$ cat src/design/ort_pkg.sv
// ----------------------------------------------------------------------------
// ort_pkg: shared types and codes of the ordered route table
// Word layouts of the request and response channels, the operation and
// status codes, and the layout of one stored route.
// ----------------------------------------------------------------------------
package ort_pkg;

	// Operation codes of a request word. Code 3 has no meaning.
	localparam logic [1:0] OpAdd    = 2'd0;
	localparam logic [1:0] OpDel    = 2'd1;
	localparam logic [1:0] OpLookup = 2'd2;

	// Interfaces at or above this index are rejected by an add.
	localparam int unsigned PortCount = 8;

	typedef enum logic [1:0] {
		StOk        = 2'd0,
		StFull      = 2'd1,
		StBadPrefix = 2'd2,
		StNotFound  = 2'd3
	} status_t;

	typedef struct packed {
		logic [1:0]  op;
		logic [31:0] prefix_addr;
		logic [31:0] mask;
		logic [31:0] gateway;
		logic [2:0]  port;
		logic [31:0] source_addr;
		logic [31:0] dest_addr;
	} req_t;

	typedef struct packed {
		logic [1:0]  status;
		logic [31:0] next_hop;
		logic [2:0]  out_port;
		logic [31:0] out_source;
	} rsp_t;

	typedef struct packed {
		logic [31:0] prefix;
		logic [31:0] mask;
		logic [31:0] gateway;
		logic [2:0]  port;
		logic [31:0] source;
	} entry_t;

endpackage

$ cat src/design/ort_ifs.sv
// ----------------------------------------------------------------------------
// ort_ifs: request and response channels of the ordered route table
// Each channel moves one word at a clock edge where valid and ready are high.
// ----------------------------------------------------------------------------
interface ort_req_if;
	logic          valid;
	logic          ready;
	ort_pkg::req_t data;

	modport source (output valid, output data, input ready);
	modport sink (input valid, input data, output ready);
endinterface

interface ort_rsp_if;
	logic          valid;
	logic          ready;
	ort_pkg::rsp_t data;

	modport source (output valid, output data, input ready);
	modport sink (input valid, input data, output ready);
endinterface

$ cat src/design/ort_mem.sv
// ----------------------------------------------------------------------------
// ort_mem: route storage
// One write port and one read port; read data is registered, so it appears
// in the cycle after the address.
// ----------------------------------------------------------------------------
module ort_mem #(
	parameter int unsigned DEPTH = 16,
	parameter int unsigned AW    = 4
) (
	input  logic                  clk,
	input  logic                  wr_en,
	input  logic [AW-1:0]         wr_addr,
	input  ort_pkg::entry_t       wr_data,
	input  logic                  rd_en,
	input  logic [AW-1:0]         rd_addr,
	output ort_pkg::entry_t       rd_data
);

	ort_pkg::entry_t mem_q [DEPTH];

	always_ff @(posedge clk) begin
		if (wr_en) begin
			mem_q[wr_addr] <= wr_data;
		end
	end

	always_ff @(posedge clk) begin
		if (rd_en) begin
			rd_data <= mem_q[rd_addr];
		end
	end

endmodule

$ cat src/design/ordered_route_table_unit.sv
// ----------------------------------------------------------------------------
// ordered_route_table_unit: ordered IPv4 route table with first-match lookup
// Each request word on req (add, delete or lookup) gives one response word on
// rsp. Add appends a route, or answers bad prefix (prefix bits outside the
// mask, port out of range) or table full when all TABLE_DEPTH entries are in
// use. Delete removes every route whose prefix, mask, gateway and port match,
// packs the rest down in order and answers ok if anything was removed, else
// not found. Lookup answers with the first route in table order whose masked
// destination equals the prefix; the next hop is the gateway, or the
// destination itself for a directly connected route.
// The routes live in one memory with a single read port, so a lookup or
// delete reads one route per cycle, in table order, and then loads the
// output register. A lookup stops at its first hit. An add checks and
// writes its route in state S_ADD; an unused code goes straight to S_DONE.
// One request is worked on at a time; the next word is taken the cycle after
// the output register is loaded.
// Reset empties the table at once and drops any response not yet taken. A
// stalled receiver holds the response in the output register; the unit
// finishes the next request and then waits for it.
// ----------------------------------------------------------------------------
module ordered_route_table_unit #(
	parameter int unsigned TABLE_DEPTH = 16
) (
	input  logic        clk,
	input  logic        arst_n,
	ort_req_if.sink     req,
	ort_rsp_if.source   rsp
);

	localparam int unsigned IdxW = (TABLE_DEPTH > 1) ? $clog2(TABLE_DEPTH) : 1;
	localparam int unsigned CntW = $clog2(TABLE_DEPTH + 1);

	typedef enum logic [1:0] {
		S_IDLE,
		S_ADD,
		S_SCAN,
		S_DONE
	} state_t;

	state_t          state_q;
	ort_pkg::req_t   req_q;
	logic [CntW-1:0] count_q;
	logic [CntW-1:0] rd_q;
	logic [CntW-1:0] wr_q;
	logic            pend_s1;
	logic            removed_q;
	ort_pkg::rsp_t   res_q;
	ort_pkg::rsp_t   out_q;
	logic            out_valid_q;

	ort_pkg::entry_t entry;
	ort_pkg::entry_t new_entry;
	ort_pkg::entry_t mem_wdata;
	logic [IdxW-1:0] mem_waddr;
	logic            mem_we;
	logic            issue;
	logic            lk_hit;
	logic            del_match;
	logic            del_keep;
	logic            scan_end;
	logic            add_bad;
	logic            add_full;
	logic            add_ok;
	logic            load_out;
	logic            accept;

	assign req.ready = (state_q == S_IDLE);
	assign accept    = req.valid && req.ready;
	assign rsp.valid = out_valid_q;
	assign rsp.data  = out_q;

	assign new_entry = '{prefix:  req_q.prefix_addr,
			     mask:    req_q.mask,
			     gateway: req_q.gateway,
			     port:    req_q.port,
			     source:  req_q.source_addr};

	// The scan reads one route per cycle; its data is judged in the next cycle.
	assign issue = (state_q == S_SCAN) && (rd_q != count_q);

	assign lk_hit = pend_s1 && (req_q.op == ort_pkg::OpLookup) &&
			((req_q.dest_addr & entry.mask) == entry.prefix);
	assign del_match = (entry.prefix == req_q.prefix_addr) &&
			   (entry.mask == req_q.mask) &&
			   (entry.gateway == req_q.gateway) &&
			   (entry.port == req_q.port);
	assign del_keep = pend_s1 && (req_q.op == ort_pkg::OpDel) && !del_match;
	assign scan_end = !pend_s1 && (rd_q == count_q);

	assign add_bad  = ((req_q.prefix_addr & ~req_q.mask) != 32'd0) ||
			  (32'(req_q.port) >= ort_pkg::PortCount);
	assign add_full = (count_q == CntW'(TABLE_DEPTH));
	assign add_ok   = !add_bad && !add_full;

	// A kept route is written back at the packing index, which never passes
	// the index being read, so a write never meets a pending read.
	always_comb begin
		mem_we    = 1'b0;
		mem_waddr = wr_q[IdxW-1:0];
		mem_wdata = entry;
		if (state_q == S_ADD) begin
			mem_we    = add_ok;
			mem_waddr = count_q[IdxW-1:0];
			mem_wdata = new_entry;
		end else if (state_q == S_SCAN) begin
			mem_we = del_keep;
		end
	end

	assign load_out = (state_q == S_DONE) && (!out_valid_q || rsp.ready);

	ort_mem #(
		.DEPTH (TABLE_DEPTH),
		.AW    (IdxW)
	) u_mem (
		.clk     (clk),
		.wr_en   (mem_we),
		.wr_addr (mem_waddr),
		.wr_data (mem_wdata),
		.rd_en   (issue),
		.rd_addr (rd_q[IdxW-1:0]),
		.rd_data (entry)
	);

	always_ff @(posedge clk or negedge arst_n) begin
		if (!arst_n) begin
			state_q     <= S_IDLE;
			req_q       <= '0;
			count_q     <= '0;
			rd_q        <= '0;
			wr_q        <= '0;
			pend_s1     <= 1'b0;
			removed_q   <= 1'b0;
			res_q       <= '0;
			out_q       <= '0;
			out_valid_q <= 1'b0;
		end else begin
			// A new response replaces one being taken; otherwise a taken one drops.
			if (load_out) begin
				out_valid_q <= 1'b1;
			end else if (rsp.ready) begin
				out_valid_q <= 1'b0;
			end
			unique case (state_q)
				S_IDLE: begin
					if (accept) begin
						req_q     <= req.data;
						rd_q      <= '0;
						wr_q      <= '0;
						pend_s1   <= 1'b0;
						removed_q <= 1'b0;
						unique case (req.data.op) inside
							ort_pkg::OpAdd: begin
								state_q <= S_ADD;
							end
							ort_pkg::OpDel, ort_pkg::OpLookup: begin
								state_q <= S_SCAN;
							end
							default: begin
								res_q   <= '{status: ort_pkg::StNotFound,
									     default: '0};
								state_q <= S_DONE;
							end
						endcase
					end
				end
				S_ADD: begin
					res_q <= '{status: add_bad ? ort_pkg::StBadPrefix :
							   add_full ? ort_pkg::StFull :
							   ort_pkg::StOk,
						   default: '0};
					if (add_ok) begin
						count_q <= count_q + CntW'(1);
					end
					state_q <= S_DONE;
				end
				S_SCAN: begin
					if (issue) begin
						rd_q <= rd_q + CntW'(1);
					end
					pend_s1 <= issue && !lk_hit;
					if (del_keep) begin
						wr_q <= wr_q + CntW'(1);
					end
					if (pend_s1 && (req_q.op == ort_pkg::OpDel) && del_match) begin
						removed_q <= 1'b1;
					end
					if (lk_hit) begin
						res_q <= '{status:     ort_pkg::StOk,
							   next_hop:   (entry.gateway != 32'd0) ?
								       entry.gateway : req_q.dest_addr,
							   out_port:   entry.port,
							   out_source: entry.source};
						state_q <= S_DONE;
					end else if (scan_end) begin
						if (req_q.op == ort_pkg::OpDel) begin
							count_q <= wr_q;
							res_q   <= '{status: removed_q ? ort_pkg::StOk :
									 ort_pkg::StNotFound,
								     default: '0};
						end else begin
							res_q <= '{status: ort_pkg::StNotFound,
								   default: '0};
						end
						state_q <= S_DONE;
					end
				end
				S_DONE: begin
					if (load_out) begin
						out_q   <= res_q;
						state_q <= S_IDLE;
					end
				end
				default: begin
					state_q <= S_IDLE;
				end
			endcase
		end
	end

	// The route count never exceeds the table size.
	a_count_bound: assert property (@(posedge clk) disable iff (!arst_n)
		count_q <= CntW'(TABLE_DEPTH))
		else $error("route count exceeds table size");

	// Packing writes always land below the read index of the scan.
	a_pack_below_read: assert property (@(posedge clk) disable iff (!arst_n)
		(state_q == S_SCAN && mem_we) |-> (wr_q < rd_q))
		else $error("packing write overtakes the scan");

	// A successful add grows the table by exactly one route.
	a_add_grows: assert property (@(posedge clk) disable iff (!arst_n)
		(state_q == S_ADD && add_ok) |=> (count_q == $past(count_q) + CntW'(1)))
		else $error("add did not grow the table by one");

	// A delete never grows the table.
	a_del_shrinks: assert property (@(posedge clk) disable iff (!arst_n)
		(state_q == S_SCAN && req_q.op == ort_pkg::OpDel) |=>
		(count_q <= $past(count_q)))
		else $error("delete grew the table");

	// No read is in flight when a new request is taken.
	a_idle_clean: assert property (@(posedge clk) disable iff (!arst_n)
		accept |-> !pend_s1)
		else $error("request accepted with a read in flight");

endmodule
$ cat src/flat_wrapper.sv
// flat-port wrapper written by rule: the top's interface ports become plain ports
module ordered_route_table_unit_flat 
#(
	parameter int unsigned TABLE_DEPTH = 16
)
  (clk, arst_n, req_valid, req_data, req_ready, rsp_valid, rsp_data, rsp_ready);
  ort_req_if req_i ();
  ort_rsp_if rsp_i ();
  input  logic clk;
  input  logic arst_n;
  input wire logic [$bits(req_i.valid)-1:0] req_valid;
  input wire logic [$bits(req_i.data)-1:0] req_data;
  output wire logic [$bits(req_i.ready)-1:0] req_ready;
  output wire logic [$bits(rsp_i.valid)-1:0] rsp_valid;
  output wire logic [$bits(rsp_i.data)-1:0] rsp_data;
  input wire logic [$bits(rsp_i.ready)-1:0] rsp_ready;
  assign req_i.valid = req_valid;
  assign req_i.data = req_data;
  assign req_ready = req_i.ready;
  assign rsp_valid = rsp_i.valid;
  assign rsp_data = rsp_i.data;
  assign rsp_i.ready = rsp_ready;
  ordered_route_table_unit #(.TABLE_DEPTH(TABLE_DEPTH)) u_core (.clk(clk), .arst_n(arst_n), .req(req_i), .rsp(rsp_i));
endmodule
$ cat config.mk
export PLATFORM = sky130hd
export DESIGN_NAME = ordered_route_table_unit_flat
export DESIGN_NICKNAME = d
export VERILOG_FILES = /design/src/design/ort_pkg.sv /design/src/design/ort_ifs.sv /design/src/design/ort_mem.sv /design/src/design/ordered_route_table_unit.sv /design/src/flat_wrapper.sv
export SDC_FILE = /design/constraint.sdc
export NUM_CORES = 2
export LEC_CHECK = 0
export BUFFER_PORTS_ARGS = -buffer_cell sky130_fd_sc_hd__buf_2
export CAP_MARGIN = 15
export CELL_PAD_IN_SITES_DETAIL_PLACEMENT = 1
export CELL_PAD_IN_SITES_GLOBAL_PLACEMENT = 2
export CORE_UTILIZATION = 35
export CTS_CLUSTER_SIZE = 8
export DETAILED_ROUTE_END_ITERATION = 12
export HOLD_SLACK_MARGIN = 0.02
export MAX_ROUTING_LAYER = met4
export PLACE_DENSITY = 0.65
export SKIP_LAST_GASP = 1
export SYNTH_ARGS = -nofsm -noshare
export SYNTH_HDL_FRONTEND = slang
export SYNTH_HIERARCHICAL = 1
export SYNTH_SLANG_ARGS = --single-unit
$ cat constraint.sdc
create_clock -name clk -period 10.9 [get_ports clk]
set_input_delay 1.635 -clock clk [delete_from_list [all_inputs] [get_ports clk]]
set_output_delay 1.635 -clock clk [all_outputs]
set_load 0.05 [all_outputs]
After elaboration in Yosys (flattened, before gate mapping)

Memories as Yosys holds them, arrays and structs flattened. A register that Yosys moved wholly into a read port is not among the register bits.
Index checks and enable logic that the tools add are counted.

$add $sub $neg: 3
Multipliers: 0
Div/mod/pow operators: 0
Magnitude comparators: 0
Equal/unequal tests: 26
Shift-type cells: 0
Muxes and demuxes: 38
Bitwise operators: 3
Reductions and logical operators: 40

Operator list:

| kind                | number |
|---|---|
| $mux 69             | 5 |
| $pmux 69 s3         | 1 |
| $mux 131            | 1 |
| $eq 32x32->1        | 4 |
| $and 32x32->32      | 2 |
| $reduce_bool 32->1  | 2 |
| $mux 5              | 7 |
| $mux 32             | 1 |
| $not 32->32         | 1 |
| $pmux 5 s2          | 3 |
| $add 5x1->5 const B | 3 |
| $logic_and 1x1->1   | 14 |
| $mux 2              | 6 |
| $reduce_and 3->1    | 4 |
| $ne 2x1->1 const B  | 5 |
| $ne 2x2->1 const B  | 5 |
| $mux 1              | 9 |
| $eq 2x2->1 const B  | 4 |
| $pmux 2 s4          | 1 |
| $eq 2x1->1 const B  | 3 |
| $logic_not 1->1     | 6 |
| $reduce_and 2->1    | 3 |
| $reduce_bool 2->1   | 3 |
| $eq 5x5->1          | 1 |
| 14 further kinds    | 16 |

Register bits after elaboration: 323
Bits in latches: 0
Bits in writable memories: 2096
ROM bits: 0
Input port bits: 169
Output and inout bits: 71
Word-level logic and storage cells: 133
Memories kept: 1

Memories:

| memory             | words | bits a word | read ports | clocked after memory_dff | wr ports | RTL line      | RTL |
|---|---|---|---|---|---|---|---|
| u_core.u_mem.mem_q | 16    | 131         | 1          | 1                        | 1        | ort_mem.sv:19 | `ort_pkg::entry_t mem_q [DEPTH];` |

Logic depth before layout (Yosys ltp)

Depth in word-level cells: 10
Gate-level depth with buffers: 9
Mapped depth without buffers: 8

Cells and area by module

The synthesis kept the hierarchy.

Modules (own cells, without submodules):

| module                   | instances | cells each | area an instance (µm²) | sequential area each (µm²) |
|---|---|---|---|---|
| ort_mem                  | 1         | 3419       | 82648.0                | 66874.1 |
| ordered_route_table_unit | 1         | 1402       | 16547.1                | 8082.8 |

Worst setup path before layout

OpenSTA, ideal clock, no wires.

Path kind: register to register
Start point: register u_core.state_q[1]
End point: memory u_core/u_mem/mem_q[0][0] (netlist name), enable pin
Library setup time: 0.782 ns
Arrival: 10.995 ns
Required time: 10.118 ns
Setup slack: -0.876 ns
Cell stages (with the launch flop): 8
Buffers on the path: 2
Clock period less this slack: 11.776 ns
Path through: dfrtp_1 > inv_1 > ha_1 > clkbuf_1 > clkbuf_1 > mux2_2 > or3b_2 > nor3_1

Elaborated cells between the ends (all ways): 7
Those cells by class: eq/ne (2); mux (5)

RTL lines:

| item                    | RTL line                        | RTL |
|---|---|---|
| start, declared         | ordered_route_table_unit.sv:40  | `state_t state_q;` |
| start signal, assigned  | ordered_route_table_unit.sv:127 | `state_q <= S_IDLE;` |
| start signal, assigned  | ordered_route_table_unit.sv:154 | `state_q <= S_ADD;` |
| start signal, assigned  | ordered_route_table_unit.sv:157 | `state_q <= S_SCAN;` |
| $eq 2x1->1              | ordered_route_table_unit.sv:101 | `if (state_q == S_ADD) begin` |
| $mux 4                  | ordered_route_table_unit.sv:101 |  |
| net u_core.mem_waddr[3] | ordered_route_table_unit.sv:54  | `logic [IdxW-1:0] mem_waddr;` |
| end, declared           | ort_mem.sv:19                   |  |

The timed path passes the listed nets, and every way through them passes these cells.

Final worst setup path

Start point: register u_core.req_q, in the netlist u_core/new_entry[79]
End point: memory u_core/u_mem/mem_q[2][75] (netlist name), enable pin

Word-level cells in the longest chain between the ends: 10
Elaborated cells between the ends (all ways): 15
Those cells by class: eq/ne (1); mux (4); bitwise (2); reduce/logical (8)

Ends and longest elaborated chain:

| item                             | RTL line                        | RTL |
|---|---|---|
| start, declared                  | ordered_route_table_unit.sv:41  | `ort_pkg::req_t req_q;` |
| start signal, assigned           | ordered_route_table_unit.sv:147 | `req_q <= req.data;` |
| $eq 32x32->1                     | ordered_route_table_unit.sv:84  | `(entry.mask == req_q.mask) &&` |
| $logic_and 1x1->1                | ordered_route_table_unit.sv:83  | `assign del_match = (entry.prefix == req_q.prefix_addr) &&` |
| $logic_and 1x1->1                | ordered_route_table_unit.sv:84  |  |
| $logic_and 1x1->1                | ordered_route_table_unit.sv:85  | `(entry.gateway == req_q.gateway) &&` |
| $logic_not 1->1                  | ordered_route_table_unit.sv:87  | `assign del_keep = pend_s1 && (req_q.op == ort_pkg::OpDel) && !del_match;` |
| $logic_and 1x1->1                | ordered_route_table_unit.sv:87  |  |
| $mux 1                           | ordered_route_table_unit.sv:105 | `end else if (state_q == S_SCAN) begin` |
| $mux 1 (*)                       | ordered_route_table_unit.sv:101 |  |
| net u_core.mem_we                | ordered_route_table_unit.sv:55  | `logic mem_we;` |
| $mux 1 (*)                       | ort_mem.sv:22                   | `if (wr_en) begin` |
| $mux 1 (not written as such) (*) | ort_mem.sv:23                   | `mem_q[wr_addr] <= wr_data;` |

Mark *: on every way through the listed nets, which the timed path passes. The rest lies on a longest branch.

==> out/metrics.yaml <==
status: "complete, but fails checks"
violations: "max-slew violations"
reg2reg_slack_ns: 4.98
grt_pass1_vias: 53057
rsz0062_at_grt: "no"
pin_count: 240
critPathKind: "flip-flop to flip-flop"
cts_buffer_depth: 4
worst_slew_pin_slew_ns: 1.52
core-area_um2: 282000
rr_worst_depth: 9
finalCoreUtilization_pct: 40.9
grt_pass1_wl_mm: 413
numCtsBuffers: 358
vdd_drop_max_mv: 0.174
slew_viol_final: 13
timing.final.crit_share_pct: 54.3
start_util_pct: 35.2
clk_pin_slew_ns: 0.05
synth_top_area_share_pct: 67.4
crit_path_end: "u_core/u_mem/mem_q[2][75]"
dp.cells: 8683
drt_pass1_iterations: 5
fmax_mhz: 169
crit_start: "u_core/new_entry[79]"
holdWs_ns: 0.482
syn_area_per_cell_um2: 20.6
power_leakage_nw: 38.1
cp.required_ns: 11.41
yosys.area.top_type: "edfxtp_1"
final_cell_mix: "edfxtp_1, mux4_2, mux2_2"
synth_seq_cells: 2550
slew_headroom_pct: -1.14
synthTopCellsByArea: "edfxtp_1, mux4_2, dfrtp_1, mux2_2, a22oi_1"
final_common_cell: "edfxtp_1"
setup_viol: 0
netlist_area_um2: 99200
die_x_um: 534
initialDrtViolationCount: 4778
numPortBuffers: 239
cts_sinks: 2550
place.gp.congestion: 0.864
cts_tree: "yes"
h-tree-depth: 5
wl_mm: 293
syn_inst: 4821
std_cell_rows: 195
worst_r2r_startpoint: "u_core/new_entry[79]"
gr-total-overflow: 0
post_drt_wl_per_cell_um: 31.6
synth_enable_flop_cells: 2227
arrival_ns: 6.43
final_nets: 5487
crit_fanout: 38
netlist-cell-type-count: 52
dp_hpwl_mm: 178
cts-resized-gates: 0
cts_hold_buf: 0
fin_skew_ns: 0.0699
antenna_found_initial: 20
stdcell_count: 9263
yosysWarningCount: 6
synthFlopType: "edfxtp_1"
period_needed_ns: 5.92
maxCapViolCount: 0
cts_setup_buffers: 0
end_kind: "flip-flop"
drc: 0
drive_gt1_share_pct: 30.7
seq_area_frac_synth_pct: 75.6
r2r-end: "u_core/u_mem/mem_q[2][75]"
dieArea_um2: 286000
vias: 50234
vias_per_cell: 5.42
ys_async_sr_fraction_pct: 12.7
grt_max_degree: 132
syn_to_final_growth_pct: 16.3
grtUsageTotal_pct: 21.0
worstHoldPathType: "flip-flop to flip-flop"
die_y_um: 534
ant_nets: 0
powerDensity_nw_per_um2: 293
startpoint_type: "flip-flop"
hold_viol: 0
clock_latency_ns: 0.93
root_buffer: "clkbuf_16"
synth_nets: 5002
per-stage QoR:
step,instance area [um2],worst slack (ns),setup TNS (ns),power (mW)
finish,115000,4.98,0,33.8
global route,115000,4.89,0,35.0
CTS,115000,4.92,0,34.1
detailed placement,105000,4.98,0,23.7
global placement,105000,5.11,0,23.4
floorplan,99200,-0.766,-301.20,19.9
metal layers:
metal,vias to the layer above,global-route usage (%),part of all wire (%)
met1,27516,27.1,41
li1,20627,-,-
met3,442,2.96,5.8
met5,-,-,0
met4,0,7.48,3.7
met2,1649,34.0,49
registers in the layout, summed over array words and instances, names as in the netlist:
signal / flops
u_core/u_mem/mem_q: 2096
u_core/new_entry: 131
u_core/u_mem/rd_data: 131
u_core/res_q: 69
u_core/rsp.data: 69
u_core/req_q: 34
u_core/count_q: 5
u_core/rd_q: 5
u_core/wr_q: 5
u_core/state_q: 2
u_core/pend_s1: 1
u_core/removed_q: 1
u_core/rsp.valid: 1
cell families (layout without fill, tap and decap cells):
kind of cell | after synthesis | in the layout | synth area share, %
AND/OR/NAND/NOR | 438 | 438 | 2.04
flip-flops | 2550 | 2550 | 75.6
buffers and inverters | 313 | 1000 | 1.65
other | 0 | 12 | 0
multiplexers | 957 | 957 | 16.6
XOR/XNOR | 121 | 121 | 1.07
adder cells (fa/ha/maj) | 12 | 12 | 0.151
AO/OA/AOI/OAI | 430 | 430 | 2.95
how the worst min path moves through the flow:
| stage | start | end | slack, ns | depth (start not counted) |
|---|---|---|---|---|
| finish | u_core/res_q[8] | u_core/rsp.data[8] | 0.48 | 1 |
| global route | u_core/res_q[67] | u_core/res_q[67] | 0.50 | 1 |
| CTS | u_core/res_q[8] | u_core/rsp.data[8] | 0.48 | 1 |
| detailed placement | u_core/res_q[67] | u_core/res_q[67] | 0.48 | 1 |
| global placement | u_core/res_q[67] | u_core/res_q[67] | 0.47 | 1 |
| floorplan | u_core/res_q[58] | u_core/res_q[58] | 0.45 | 1 |
critical path, stage by stage, from the launching register on:
cell and delay, ns:
dfrtp_1 0.40, nand2b_1 0.22, o2111ai_1 0.14, nor4_1 0.87, a31oi_1 0.27, a211oi_1 0.71, or3b_2 0.65, nor2_4 0.72
buf_4 0.60, buf_4 0.74
power breakdown:
part           internal (mW)  switching [mW]
clock                   6.13            4.20
sequential              13.8            1.02
combinational           2.93            5.67
total                   22.9            10.9
layout make-up:
| cell class | count | area, um2 |
|---|---|---|
| diodes | 12 | 30.0 |
| clock buffers | 532 | 9630 |
| clock inverters | 30 | 697 |
| fillers | 26806 | 167000 |
| inverters | 69 | 259 |
| multi-input cells | 1958 | 22800 |
| flip-flops and latches | 2550 | 75000 |
| well taps | 3743 | 4680 |
| repair buffers | 369 | 2360 |
cell usage after synthesis, types with 9 or more instances:
| master | instances |
|---|---|
| ha_1 | 12 |
| mux2_1 | 9 |
| nand3_1 | 17 |
| a22oi_1 | 207 |
| buf_6 | 36 |
| nand2b_1 | 18 |
| xnor2_1 | 102 |
| nand2_1 | 194 |
| buf_2 | 61 |
| nor4_1 | 19 |
| edfxtp_1 | 2227 |
| and2_1 | 9 |
| xor2_1 | 19 |
| inv_1 | 69 |
| mux2i_1 | 48 |
| nor2_1 | 94 |
| buf_1 | 16 |
| dfrtp_1 | 323 |
| mux2_2 | 392 |
| nand4_1 | 36 |
| o21ai_0 | 50 |
| nor2b_1 | 22 |
| a31oi_1 | 15 |
| a21oi_1 | 68 |
| o22ai_1 | 24 |
| a211oi_1 | 34 |
| buf_4 | 32 |
| clkbuf_1 | 99 |
| mux4_2 | 508 |
(Power assumes the default switching activity.)
